**config.mk**
```make
export PLATFORM = sky130hd
export DESIGN_NAME = fibonacci_delta_audio_encoder
export DESIGN_NICKNAME = d
export VERILOG_FILES = /design/src/hw/rtl/fdae_pkg.sv /design/src/hw/rtl/fibonacci_delta_audio_encoder.sv
export SDC_FILE = /design/constraint.sdc
export NUM_CORES = 1
export LEC_CHECK = 0
export BUFFER_PORTS_ARGS = -buffer_cell sky130_fd_sc_hd__buf_2
export CORE_MARGIN = 3
export CORE_UTILIZATION = 52
export CTS_CLUSTER_DIAMETER = 50
export DETAILED_ROUTE_END_ITERATION = 10
export HOLD_SLACK_MARGIN = 0.12
export PLACE_DENSITY = 0.71
export REMOVE_ABC_BUFFERS = 1
export SYNTH_ARGS = -nofsm -noshare
export SYNTH_HDL_FRONTEND = slang
export SYNTH_SLANG_ARGS = --single-unit
```
**constraint.sdc**
```tcl
create_clock -name clk -period 17.25 [get_ports clk]
set_clock_uncertainty 0.15 [all_clocks]
set_input_delay 3.45 -clock clk [delete_from_list [all_inputs] [get_ports clk]]
set_output_delay 3.45 -clock clk [all_outputs]
set_load 0.03 [all_outputs]
```
**src/hw/rtl/fdae_pkg.sv**
```systemverilog
// Fibonacci delta audio encoder: shared constants, types and the step table.
// No dependencies; imported by fibonacci_delta_audio_encoder.
package fdae_pkg;

    localparam int unsigned COUNT_BITS_DEF = 16;
    localparam int unsigned CODE_BITS      = 4;
    localparam int unsigned NUM_CODES      = 1 << CODE_BITS;
    localparam int unsigned Q_DEPTH        = 4;
    localparam int unsigned Q_PTR_BITS     = 2;
    localparam int unsigned MAX_RESULTS    = 3;

    localparam logic [7:0]         PAD_BYTE  = 8'h00;
    localparam logic signed [10:0] SAMPLE_MIN = -11'sd128;
    localparam logic [CODE_BITS-1:0] CODE_TOP  = 4'd15;

    typedef logic signed [6:0] step_t;

    typedef struct packed {
        logic [7:0]  data;
        logic        has;
        logic        last;
        logic [15:0] cnt;
    } res_t;

    function automatic step_t step_val(input logic [CODE_BITS-1:0] code);
        step_t v;
        case (code)
            4'd0:    v = -7'sd34;
            4'd1:    v = -7'sd21;
            4'd2:    v = -7'sd13;
            4'd3:    v = -7'sd8;
            4'd4:    v = -7'sd5;
            4'd5:    v = -7'sd3;
            4'd6:    v = -7'sd2;
            4'd7:    v = -7'sd1;
            4'd8:    v = 7'sd0;
            4'd9:    v = 7'sd1;
            4'd10:   v = 7'sd2;
            4'd11:   v = 7'sd3;
            4'd12:   v = 7'sd5;
            4'd13:   v = 7'sd8;
            4'd14:   v = 7'sd13;
            4'd15:   v = 7'sd21;
            default: v = 7'sd0;
        endcase
        return v;
    endfunction

endpackage

```
**src/hw/rtl/fibonacci_delta_audio_encoder.sv**
```systemverilog
// Fibonacci delta audio encoder: input register, combinational encoder and a
// four-entry result queue. Depends on fdae_pkg.
//
//  channel  | handshake                    | payload
//  ---------+------------------------------+---------------------------------------------
//  sample   | sample_valid / sample_stall  | sample, start_req, end_req
//  result   | result_valid / result_stall  | out_byte, has_byte, is_last, mismatch_count
//
// One sample per cycle while sample_stall is low: it is held in the input register, then the
// encoder (sixteen adds and fifteen compares) writes up to three results into the queue at once.
// The input register advances while the queue holds at most one result, so after a start
// sample (two or three results) the input stalls until the queue drains to one result.
// Reset clears the input valid flag, predictor, held code, phase, count and the queue.
// A stalled result side backs up through the queue into sample_stall.
module fibonacci_delta_audio_encoder
    import fdae_pkg::*;
#(
    parameter int unsigned COUNT_BITS = COUNT_BITS_DEF
)
(
    input  logic              clk,
    input  logic              rst_n,
    input  logic              sample_valid,
    output logic              sample_stall,
    input  logic signed [7:0] sample,
    input  logic              start_req,
    input  logic              end_req,
    output logic              result_valid,
    input  logic              result_stall,
    output logic [7:0]        out_byte,
    output logic              has_byte,
    output logic              is_last,
    output logic [15:0]       mismatch_count
);

    localparam logic [COUNT_BITS-1:0] CNT_MAX = {COUNT_BITS{1'b1}};

    // input register
    logic              in_vld_reg;
    logic signed [7:0] smp_reg;
    logic              start_reg;
    logic              end_reg;

    // encoder state
    logic signed [8:0]       pred_reg,  pred_next;
    logic [CODE_BITS-1:0]    held_reg,  held_next;
    logic                    odd_reg,   odd_next;
    logic [COUNT_BITS-1:0]   mis_reg,   mis_next;

    // result queue
    res_t                  q_mem [Q_DEPTH];
    logic [Q_PTR_BITS-1:0] wr_ptr_reg, rd_ptr_reg;
    logic [Q_PTR_BITS:0]   q_cnt_reg,  q_cnt_next;

    logic                  advance;
    logic                  pop;
    logic [1:0]            push_n;
    res_t                  res [MAX_RESULTS];

    // encoder signals
    logic signed [8:0]     pred_in;
    logic signed [10:0]    smp_ext;
    logic signed [10:0]    sums [NUM_CODES];
    logic [NUM_CODES-1:0]  le;
    logic [CODE_BITS-1:0]  j_lo, j_sel;
    logic signed [10:0]    sum_sel;
    logic signed [8:0]     pred_enc;
    logic [COUNT_BITS-1:0] mis_base, mis_enc;
    logic [15:0]           cnt_now, cnt_enc;

    assign advance      = in_vld_reg && (q_cnt_reg <= (Q_PTR_BITS+1)'(Q_DEPTH - MAX_RESULTS));
    assign sample_stall = in_vld_reg && !advance;
    assign pop          = result_valid && !result_stall;

    always_ff @(posedge clk or negedge rst_n)
    begin
        if (!rst_n)
        begin
            in_vld_reg <= 1'b0;
        end
        else if (sample_valid && !sample_stall)
        begin
            in_vld_reg <= 1'b1;
        end
        else if (advance)
        begin
            in_vld_reg <= 1'b0;
        end
    end

    always_ff @(posedge clk)
    begin
        if (sample_valid && !sample_stall)
        begin
            smp_reg   <= sample;
            start_reg <= start_req;
            end_reg   <= end_req;
        end
    end

    // Encoder: steps rise strictly, so the "sum <= sample" flags form a thermometer
    // and the code is its top set index (four-level binary search), or the next one below range.
    always_comb
    begin
        pred_in = start_reg ? 9'(smp_reg) : pred_reg;
        smp_ext = 11'(smp_reg);
        for (int k = 0; k < NUM_CODES; k++)
        begin
            sums[k] = 11'(pred_in) + 11'(step_val(CODE_BITS'(k)));
            le[k]   = (k == 0) ? 1'b1 : (sums[k] <= smp_ext);
        end
        j_lo[3] = le[8];
        j_lo[2] = le[{j_lo[3], 3'b100}];
        j_lo[1] = le[{j_lo[3], j_lo[2], 2'b10}];
        j_lo[0] = le[{j_lo[3], j_lo[2], j_lo[1], 1'b1}];
        // below the sample range: take the next step up
        if (sums[j_lo] < SAMPLE_MIN && j_lo != CODE_TOP)
        begin
            j_sel = j_lo + 4'd1;
        end
        else
        begin
            j_sel = j_lo;
        end
        sum_sel  = sums[j_sel];
        pred_enc = sum_sel[8:0];
        mis_base = start_reg ? '0 : mis_reg;
        if (pred_enc != 9'(smp_reg) && mis_base != CNT_MAX)
        begin
            mis_enc = mis_base + COUNT_BITS'(1);
        end
        else
        begin
            mis_enc = mis_base;
        end
        cnt_now = 16'(mis_reg);
        cnt_enc = 16'(mis_enc);
    end

    always_comb
    begin
        pred_next = pred_reg;
        held_next = held_reg;
        odd_next  = odd_reg;
        mis_next  = mis_reg;
        push_n    = 2'd0;
        for (int r = 0; r < MAX_RESULTS; r++)
        begin
            res[r] = '{data: PAD_BYTE, has: 1'b0, last: 1'b1, cnt: cnt_now};
        end
        if (in_vld_reg && advance)
        begin
            if (start_reg)
            begin
                res[0]    = '{data: PAD_BYTE, has: 1'b1, last: 1'b0, cnt: '0};
                res[1]    = '{data: smp_reg, has: 1'b1, last: 1'b0, cnt: '0};
                res[2]    = '{data: PAD_BYTE, has: 1'b0, last: 1'b1, cnt: '0};
                mis_next  = '0;
                pred_next = 9'(smp_reg);
                if (end_reg)
                begin
                    push_n    = 2'd3;
                    held_next = '0;
                    odd_next  = 1'b0;
                end
                else
                begin
                    push_n    = 2'd2;
                    held_next = j_sel;
                    odd_next  = 1'b1;
                    pred_next = pred_enc;
                    mis_next  = mis_enc;
                end
            end
            else if (!odd_reg)
            begin
                if (end_reg)
                begin
                    // lone high-nibble sample at the end is dropped
                    push_n = 2'd1;
                end
                else
                begin
                    held_next = j_sel;
                    odd_next  = 1'b1;
                    pred_next = pred_enc;
                    mis_next  = mis_enc;
                end
            end
            else
            begin
                push_n    = 2'd1;
                res[0]    = '{data: {held_reg, j_sel}, has: 1'b1, last: end_reg, cnt: cnt_enc};
                held_next = '0;
                odd_next  = 1'b0;
                pred_next = pred_enc;
                mis_next  = mis_enc;
            end
        end
        q_cnt_next = q_cnt_reg + (Q_PTR_BITS+1)'(push_n) - (Q_PTR_BITS+1)'(pop);
    end

    always_ff @(posedge clk or negedge rst_n)
    begin
        if (!rst_n)
        begin
            pred_reg   <= '0;
            held_reg   <= '0;
            odd_reg    <= 1'b0;
            mis_reg    <= '0;
            wr_ptr_reg <= '0;
            rd_ptr_reg <= '0;
            q_cnt_reg  <= '0;
        end
        else
        begin
            pred_reg   <= pred_next;
            held_reg   <= held_next;
            odd_reg    <= odd_next;
            mis_reg    <= mis_next;
            wr_ptr_reg <= wr_ptr_reg + Q_PTR_BITS'(push_n);
            rd_ptr_reg <= rd_ptr_reg + Q_PTR_BITS'(pop);
            q_cnt_reg  <= q_cnt_next;
        end
    end

    // each queue slot takes the result whose offset from the write pointer it sits at
    always_ff @(posedge clk)
    begin
        for (int i = 0; i < Q_DEPTH; i++)
        begin
            logic [Q_PTR_BITS-1:0] ofs;
            ofs = Q_PTR_BITS'(i) - wr_ptr_reg;
            if (2'(ofs) < push_n)
            begin
                q_mem[i] <= res[ofs];
            end
        end
    end

    assign result_valid   = (q_cnt_reg != '0);
    assign out_byte       = q_mem[rd_ptr_reg].data;
    assign has_byte       = q_mem[rd_ptr_reg].has;
    assign is_last        = q_mem[rd_ptr_reg].last;
    assign mismatch_count = q_mem[rd_ptr_reg].cnt;

endmodule
```
# --- Yosys cells after proc, flatten, opt, wreduce, memory -nomap -nowiden ---
# Memory sizes are Yosys's and may differ from the RTL's.
# Index checks and enable logic that the tools add are counted.
# Widths: inputs -> output; s select.
totals:
  output_inout_bits: 28
  input_bits: 14
  ram_bits: 104
  register_bits: 48
  mem_count: 1
  wordCells: 152
memory_table:
  columns: ["name", "words", "word_bits", "read_ports", "rd_ports_with_merged_regs", "wr", "line_no", "text"]
  rows:
  - ["q_mem", 4, 26, 1, 0, 4, "fibonacci_delta_audio_encoder.sv:51", "res_t q_mem [Q_DEPTH];"]
op_classes:
  muxes: 62
  bitwise: 6
  eq_ne: 4
  addsub: 25
  n_reduce_logical: 13
  order_cmp: 30
ops:
  columns: ["cell", "n"]
  rows:
  - ["$mux 26", 10]
  - ["$bmux 26 s2", 4]
  - ["$le 10x8->1", 14]
  - ["$mux 16", 6]
  - ["$bmux 11 s4", 2]
  - ["$mux 78", 1]
  - ["$mux 9", 7]
  - ["$mux 52", 1]
  - ["$add 9x3->10 const B", 3]
  - ["$add 9x4->10 const B", 3]
  - ["$add 9x5->10 const B", 3]
  - ["$mux 11", 2]
  - ["$add 9x2->10 const B", 2]
  - ["$add 9x6->10 const B", 2]
  - ["$mux 4", 5]
  - ["$mux 1", 19]
  - ["$add 16x1->16 const B", 1]
  - ["$ne 16x16->1 const B", 1]
  - ["$lt 4x5->1 const B", 3]
  - ["$ge 3x3->1 const B", 4]
  - ["$not 2->3", 4]
  - ["$lt 11x8->1 const B", 1]
  - ["$add 9x1->10 const B", 1]
  - ["$add 9x7->10 const B", 1]
  - ["other kinds (23)", 40]

# --- Depth between registers and ports, before layout ---
# Gate-level depths: netlist of the first run.
depth:
  depth_word: 29
  depth_mapped: 44
  depth_no_buf: 33

# --- Worst setup path before layout of the first run ---
# Ideal clock, no wire load.
synth_path:
  path_type: "register -> register"
  from: "register start_reg"
  to: "memory q_mem[2][12] in the netlist's numbering, data pin"
  setup_time_ns: 0.272
  period_less_slack_ns: 9.289
  path_slack_ns: 7.961
  path_buffers: 10
  t_required_ns: 16.828
  stages_incl_launch_ff: 43
  arrival_time_ns: 8.867
  path_cell_list: "edfxtp_1 -> buf_4 -> buf_4 -> buf_4 -> mux2i_1 -> inv_1 -> ha_1 -> a211oi_1 -> a21oi_1 -> buf_4 -> a21o_1 -> inv_1 -> ha_1 -> a21o_1 -> a2111o_1 -> a221oi_2 -> o221ai_1 -> o21ai_2 -> [7 not listed] -> ha_1 -> nor2_1 -> o31ai_1 -> mux2i_2 -> o21a_1 -> buf_2 -> nand2_1 -> o311a_1 -> o2bb2a_2 -> a311oi_1 -> mux2i_1 -> mux2i_1 -> a31oi_4 -> buf_6 -> nand2_1 -> buf_2 -> o311ai_0 -> o31ai_1"
synth_rtl:
  columns: ["element", "line_no", "text"]
  rows:
  - ["start: declaration", "fibonacci_delta_audio_encoder.sv:41", "logic start_reg;"]
  - ["start signal: assignment", "fibonacci_delta_audio_encoder.sv:96", "start_reg <= start_req;"]
  - ["end: declaration", "fibonacci_delta_audio_encoder.sv:51", null]

==> flow_summary.ini, run 1 <==
[clocking]
cts_tree = yes
cts_buffers = 17
cts-resized-gates = 0
clock_path_buffers = 2
post_cts_buffers = 0
cts_root_buf = clkbuf_16
clk_pin_slew_ns = 0.06
htreeDepth = 4
clkLatencyLatePin_ns = 0.46
cts_sinks = 152
holdBufCountCts = 0

[final_layout]
area_delta_synth_final_pct = 6.62
largest_reg_flops = 104
mostFrequentLayoutCells = nand2_1, nor2_1, ha_1
drive_above_1_share_pct = 11.1
final_common_cell = nand2_1
nNetsFinal = 2026

[die]
pin_count = 42
core_area_um2 = 30700
die_y_um = 183
placementRows = 64
die_w_um = 183
start_util_pct = 52.9
dieArea_um2 = 33300

[synthesis]
syn_area_um2 = 16200
async_reset_ff_share_pct = 25.0
ys_ff_latch = 152
synth-seq-area-share_pct = 27.0
synth.distinct_cells = 108
ys.flop_type = edfxtp_1
synth_area_per_cell_um2 = 8.52
synth_edf_count = 114
ys_warn_count = 0
synthCells = 1903

[critical_path]
reg2regPathDepth = 35
critical_path_required_ns = 17.27
path_max_fanout = 42
critical_path_class = register to register
crit_path_start_kind = register
end_kind = register
critPathSlowestCell = mux2i_1
critPathMaxStageDelay_ns = 1.17
crit_arrival_ns = 13.12

[status]
violations = max-capacitance violations
status = finished, violations left

[drt]
drt_iter0_drc = 2723
routed_wl_um = 70400
vias_per_cell = 7.50
drc = 0
ant_nets = 0
drt-pass1-iter-count = 9
num_vias = 17100
wl_per_cell_um = 30.8

[sta]
drv_slew = 0
worst_slew_pin_slew_ns = 1.45
tns_ns = 0
post-route-min-period_ns = 13.10
finalCritPeriodShare_pct = 76.0
grt_setup_unrepaired = no
fmax_ghz = 0.0763
timing_hold_violations_final = 0
setup_viol = 0
relSlewSlack_pct = 0.441

[place]
dp_hpwl_um = 52100
gp_congestion = 1.09
portBuffers = 41

[grt]
grt_usage_pct = 41.5
grt-ovfl-total = 0
antenna_found_initial = 4
grt_pass1_wl_um = 105000
grt_start_max_net_pins = 63
grt_pass1_vias = 15800

[hold_path]
hold_depth = 1
hold_class = register to register

[run]
cap_violations = 1
-- critical path: cells and delay by family, from the launching register on --
family / cells / cell delay, ns
AOI/OAI and AO/OA: 14 / 4.45
muxes: 5 / 2.42
and+or+nand+nor: 6 / 1.85
buffers and inverters: 6 / 1.76
adders and majority gates: 3 / 1.00
xor gates and xnor gates: 1 / 0.59
DFF: 1 / 0.53
-- area by class of cell --
class                   instances  area [µm²]
diodes                          1        2.50
clock buffers                  17         425
clock inverters                15         181
fillers                      2797       13400
inverters                      89         335
multi-input cells            1530       10900
flip-flops and latches        152        4380
well taps                     396         495
repair buffers                 84         528
-- worst paths after layout --
kind	to	from	slack (ns)
max in group asynchronous	rd_ptr_reg[0]$_DFF_PN0_	rst_n	13.33
hold / removal	q_cnt_reg[0]$_DFF_PN0_	q_cnt_reg[0]$_DFF_PN0_	0.35
setup / recovery	q_mem[0][8]$_DFFE_PN_	smp_reg[1]$_DFFE_PP_	4.15
hold reg to reg	q_cnt_reg[0]$_DFF_PN0_	q_cnt_reg[0]$_DFF_PN0_	0.35
setup reg to reg	q_mem[0][8]$_DFFE_PN_	smp_reg[1]$_DFFE_PP_	4.15
min in group asynchronous	rd_ptr_reg[1]$_DFF_PN0_	rst_n	2.99
-- metal layers --
metal | track usage (%) | share of wire [%]
met4 | 13.4 | 4.2
met1 | 60.4 | 41
met5 | 0.741 | 0.057
met2 | 56.2 | 39
met3 | 16.2 | 16
-- synth_stat cells, types with 33 or more instances --
| master | instances | area share (%) |
|---|---|---|
| a211oi_1 | 33 | 1.5 |
| xnor2_1 | 80 | 4.3 |
| nand2_1 | 196 | 4.5 |
| edfxtp_1 | 114 | 21 |
| o211ai_1 | 37 | 1.7 |
| inv_1 | 80 | 1.9 |
| nor3_1 | 58 | 1.8 |
| ha_1 | 135 | 10 |
| a31oi_1 | 37 | 1.4 |
| nand3_1 | 70 | 2.2 |
| a21oi_1 | 116 | 3.6 |
| dfrtp_1 | 38 | 5.9 |
| clkbuf_1 | 67 | 1.6 |
| o31ai_1 | 35 | 1.6 |
| nor2_1 | 159 | 3.7 |
| o21ai_0 | 96 | 3.0 |
-- logic make-up after synthesis --
group                    after synthesis  synth area share, %
multiplexers                          71                 6.77
XOR/XNOR                              83                 4.48
buffers and inverters                221                 5.90
adder cells (fa/ha/maj)              138                 10.8
AO/OA/AOI/OAI                        606                 26.6
flip-flops                           152                 27.0
AND/OR/NAND/NOR                      632                 18.5
-- metrics by stage --
step / utilization, % / setup WS (ns) / cell area [µm²] / hold WS, ns / std cells
after floorplan: - / 4.34 / 15600 / 0.320 / 1771
after global placement: 54.4 / 5.16 / 16700 / 0.331 / 2251
final: 56.4 / 4.15 / 17300 / 0.351 / 2284
after CTS: 56.4 / 4.73 / 17300 / 0.353 / 2283
after detailed placement: 54.4 / 4.78 / 16700 / 0.338 / 2251
after global routing: 56.4 / 3.80 / 17300 / 0.379 / 2283
Power of run 1 is left out: the tool's default activity adds up to more than one toggle a clock period on the data nets, which glitch-free logic cannot reach.
==> run 2: changes to the inputs <==
- clock period: 17.25 -> 12.3 ns (I/O delays scaled with it)
==> flow_summary.ini, run 2 (synthesis results as in run 1) <==
[die]
core_area_um2 = 30700
placementRows = 64
die_w_um = 183
dieArea_um2 = 33300
die_y_um = 183
pin_count = 42
start_util_pct = 52.9

[clocking]
htreeDepth = 4
clkLatencyLatePin_ns = 0.44
clock_path_buffers = 2
clk_pin_slew_ns = 0.07
cts_sinks = 152
cts-resized-gates = 0
cts_root_buf = clkbuf_16
post_cts_buffers = 0
cts_tree = yes
holdBufCountCts = 0
cts_buffers = 17

[place]
place_area_um2 = 16800
pre_cts_slack_ns = 1.30
dp_hpwl_um = 52000
gp_congestion = 1.11
portBuffers = 41

[drt]
drt_iter0_drc = 3196
ant_nets = 0
wl_per_cell_um = 29.9
routed_wl_um = 69100
vias_per_cell = 7.44
num_vias = 17200
drc = 0
drt-pass1-iter-count = 7

[critical_path]
critPathMaxStageDelay_ns = 0.87
critPathSlowestCell = mux2i_1
critical_path_class = register to register
crit_arrival_ns = 11.63
end_kind = register
crit_path_start_kind = register
path_max_fanout = 29
critical_path_required_ns = 12.42

[final_layout]
ff_latch_area_um2 = 4380
nNetsFinal = 2050
area_delta_synth_final_pct = 7.38
multi_input_area_um2 = 10900
mostFrequentLayoutCells = nand2_1, nor2_1, ha_1
final_area_um2 = 17400
fillers = 2804
n_antenna_cell = 0
drive_above_1_share_pct = 12.1
final_common_cell = nand2_1
largest_reg_flops = 104

[sta]
worst_slack_ns = 0.797
fmax_ghz = 0.0869
finalCritPeriodShare_pct = 93.5
worst_slew_pin_slew_ns = 1.28
relSlewSlack_pct = 14.2
grt_setup_unrepaired = no
drv_slew = 0
setup_viol = 0
post-route-min-period_ns = 11.50
tns_ns = 0
timing_hold_violations_final = 0

[run]
cap_violations = 0

[grt]
grt_start_max_net_pins = 63
grt_pass1_vias = 15600
antenna_found_initial = 2
grt_pass1_wl_um = 102000
grt-ovfl-total = 0
grt_usage_pct = 40.6

[hold_path]
hold_class = register to register

[status]
status = completed
[run 2: changes by cell type in the layout (fill, tap and decap cells not counted), sizes merged]
cell      before  now
buf           84  108
clkinvlp       0    1
bufinv         1    0
inv           93   95
clkinv        10    8
diode          1    0
[run 2: per-layer routing]
layer	GRT usage [%]	share of wire, %	vias up
met5	0	0.017	-
met4	13.3	4.2	2
met3	16.0	16	231
met2	54.1	39	1448
met1	59.5	41	8161
li1	-	-	7313
[run 2: final timing paths]
check	startpoint	endpoint	slack [ns]	cells past startpoint
max in group asynchronous	rst_n	wr_ptr_reg[0]$_DFF_PN0_	9.67	2
hold reg to reg	rd_ptr_reg[1]$_DFF_PN0_	rd_ptr_reg[1]$_DFF_PN0_	0.33	1
min in group asynchronous	rst_n	rd_ptr_reg[1]$_DFF_PN0_	1.93	2
hold / removal	rd_ptr_reg[1]$_DFF_PN0_	rd_ptr_reg[1]$_DFF_PN0_	0.33	1
setup reg to reg	start_reg$_DFFE_PP_	q_mem[2][2]$_DFFE_PN_	0.80	33
setup / recovery	start_reg$_DFFE_PP_	q_mem[2][2]$_DFFE_PN_	0.80	33
[run 2: layout make-up]
class,instances,share of cell area [%]
Multi-Input combinational cell,1530,62.8
Sequential cell,152,25.1
Timing Repair Buffer,108,4.07
Tap cell,396,2.85
Clock buffer,17,2.44
Inverter,89,1.93
Clock inverter,15,0.769
[run 2: through the flow]
step	hold WS [ns]	cells	util (%)
6_report	0.330	2307	56.8
4_1_cts	0.341	2307	56.8
3_3_place_gp	0.304	2275	54.9
5_1_grt	0.357	2307	56.8
3_5_place_dp	0.328	2275	54.9
2_1_floorplan	0.320	1771	-
[run 2: critical path: cells and delay by family (launching register included)]
family	cells	cell delay, ns
AO/OA/AOI/OAI	14	4.01
AND/OR/NAND/NOR	6	1.47
adder cells (fa/ha/maj)	3	1.09
XOR/XNOR	1	0.22
multiplexers	4	2.21
buffers and inverters	5	1.57
flip-flops	1	0.57
Power of run 2 is left out for the same reason.
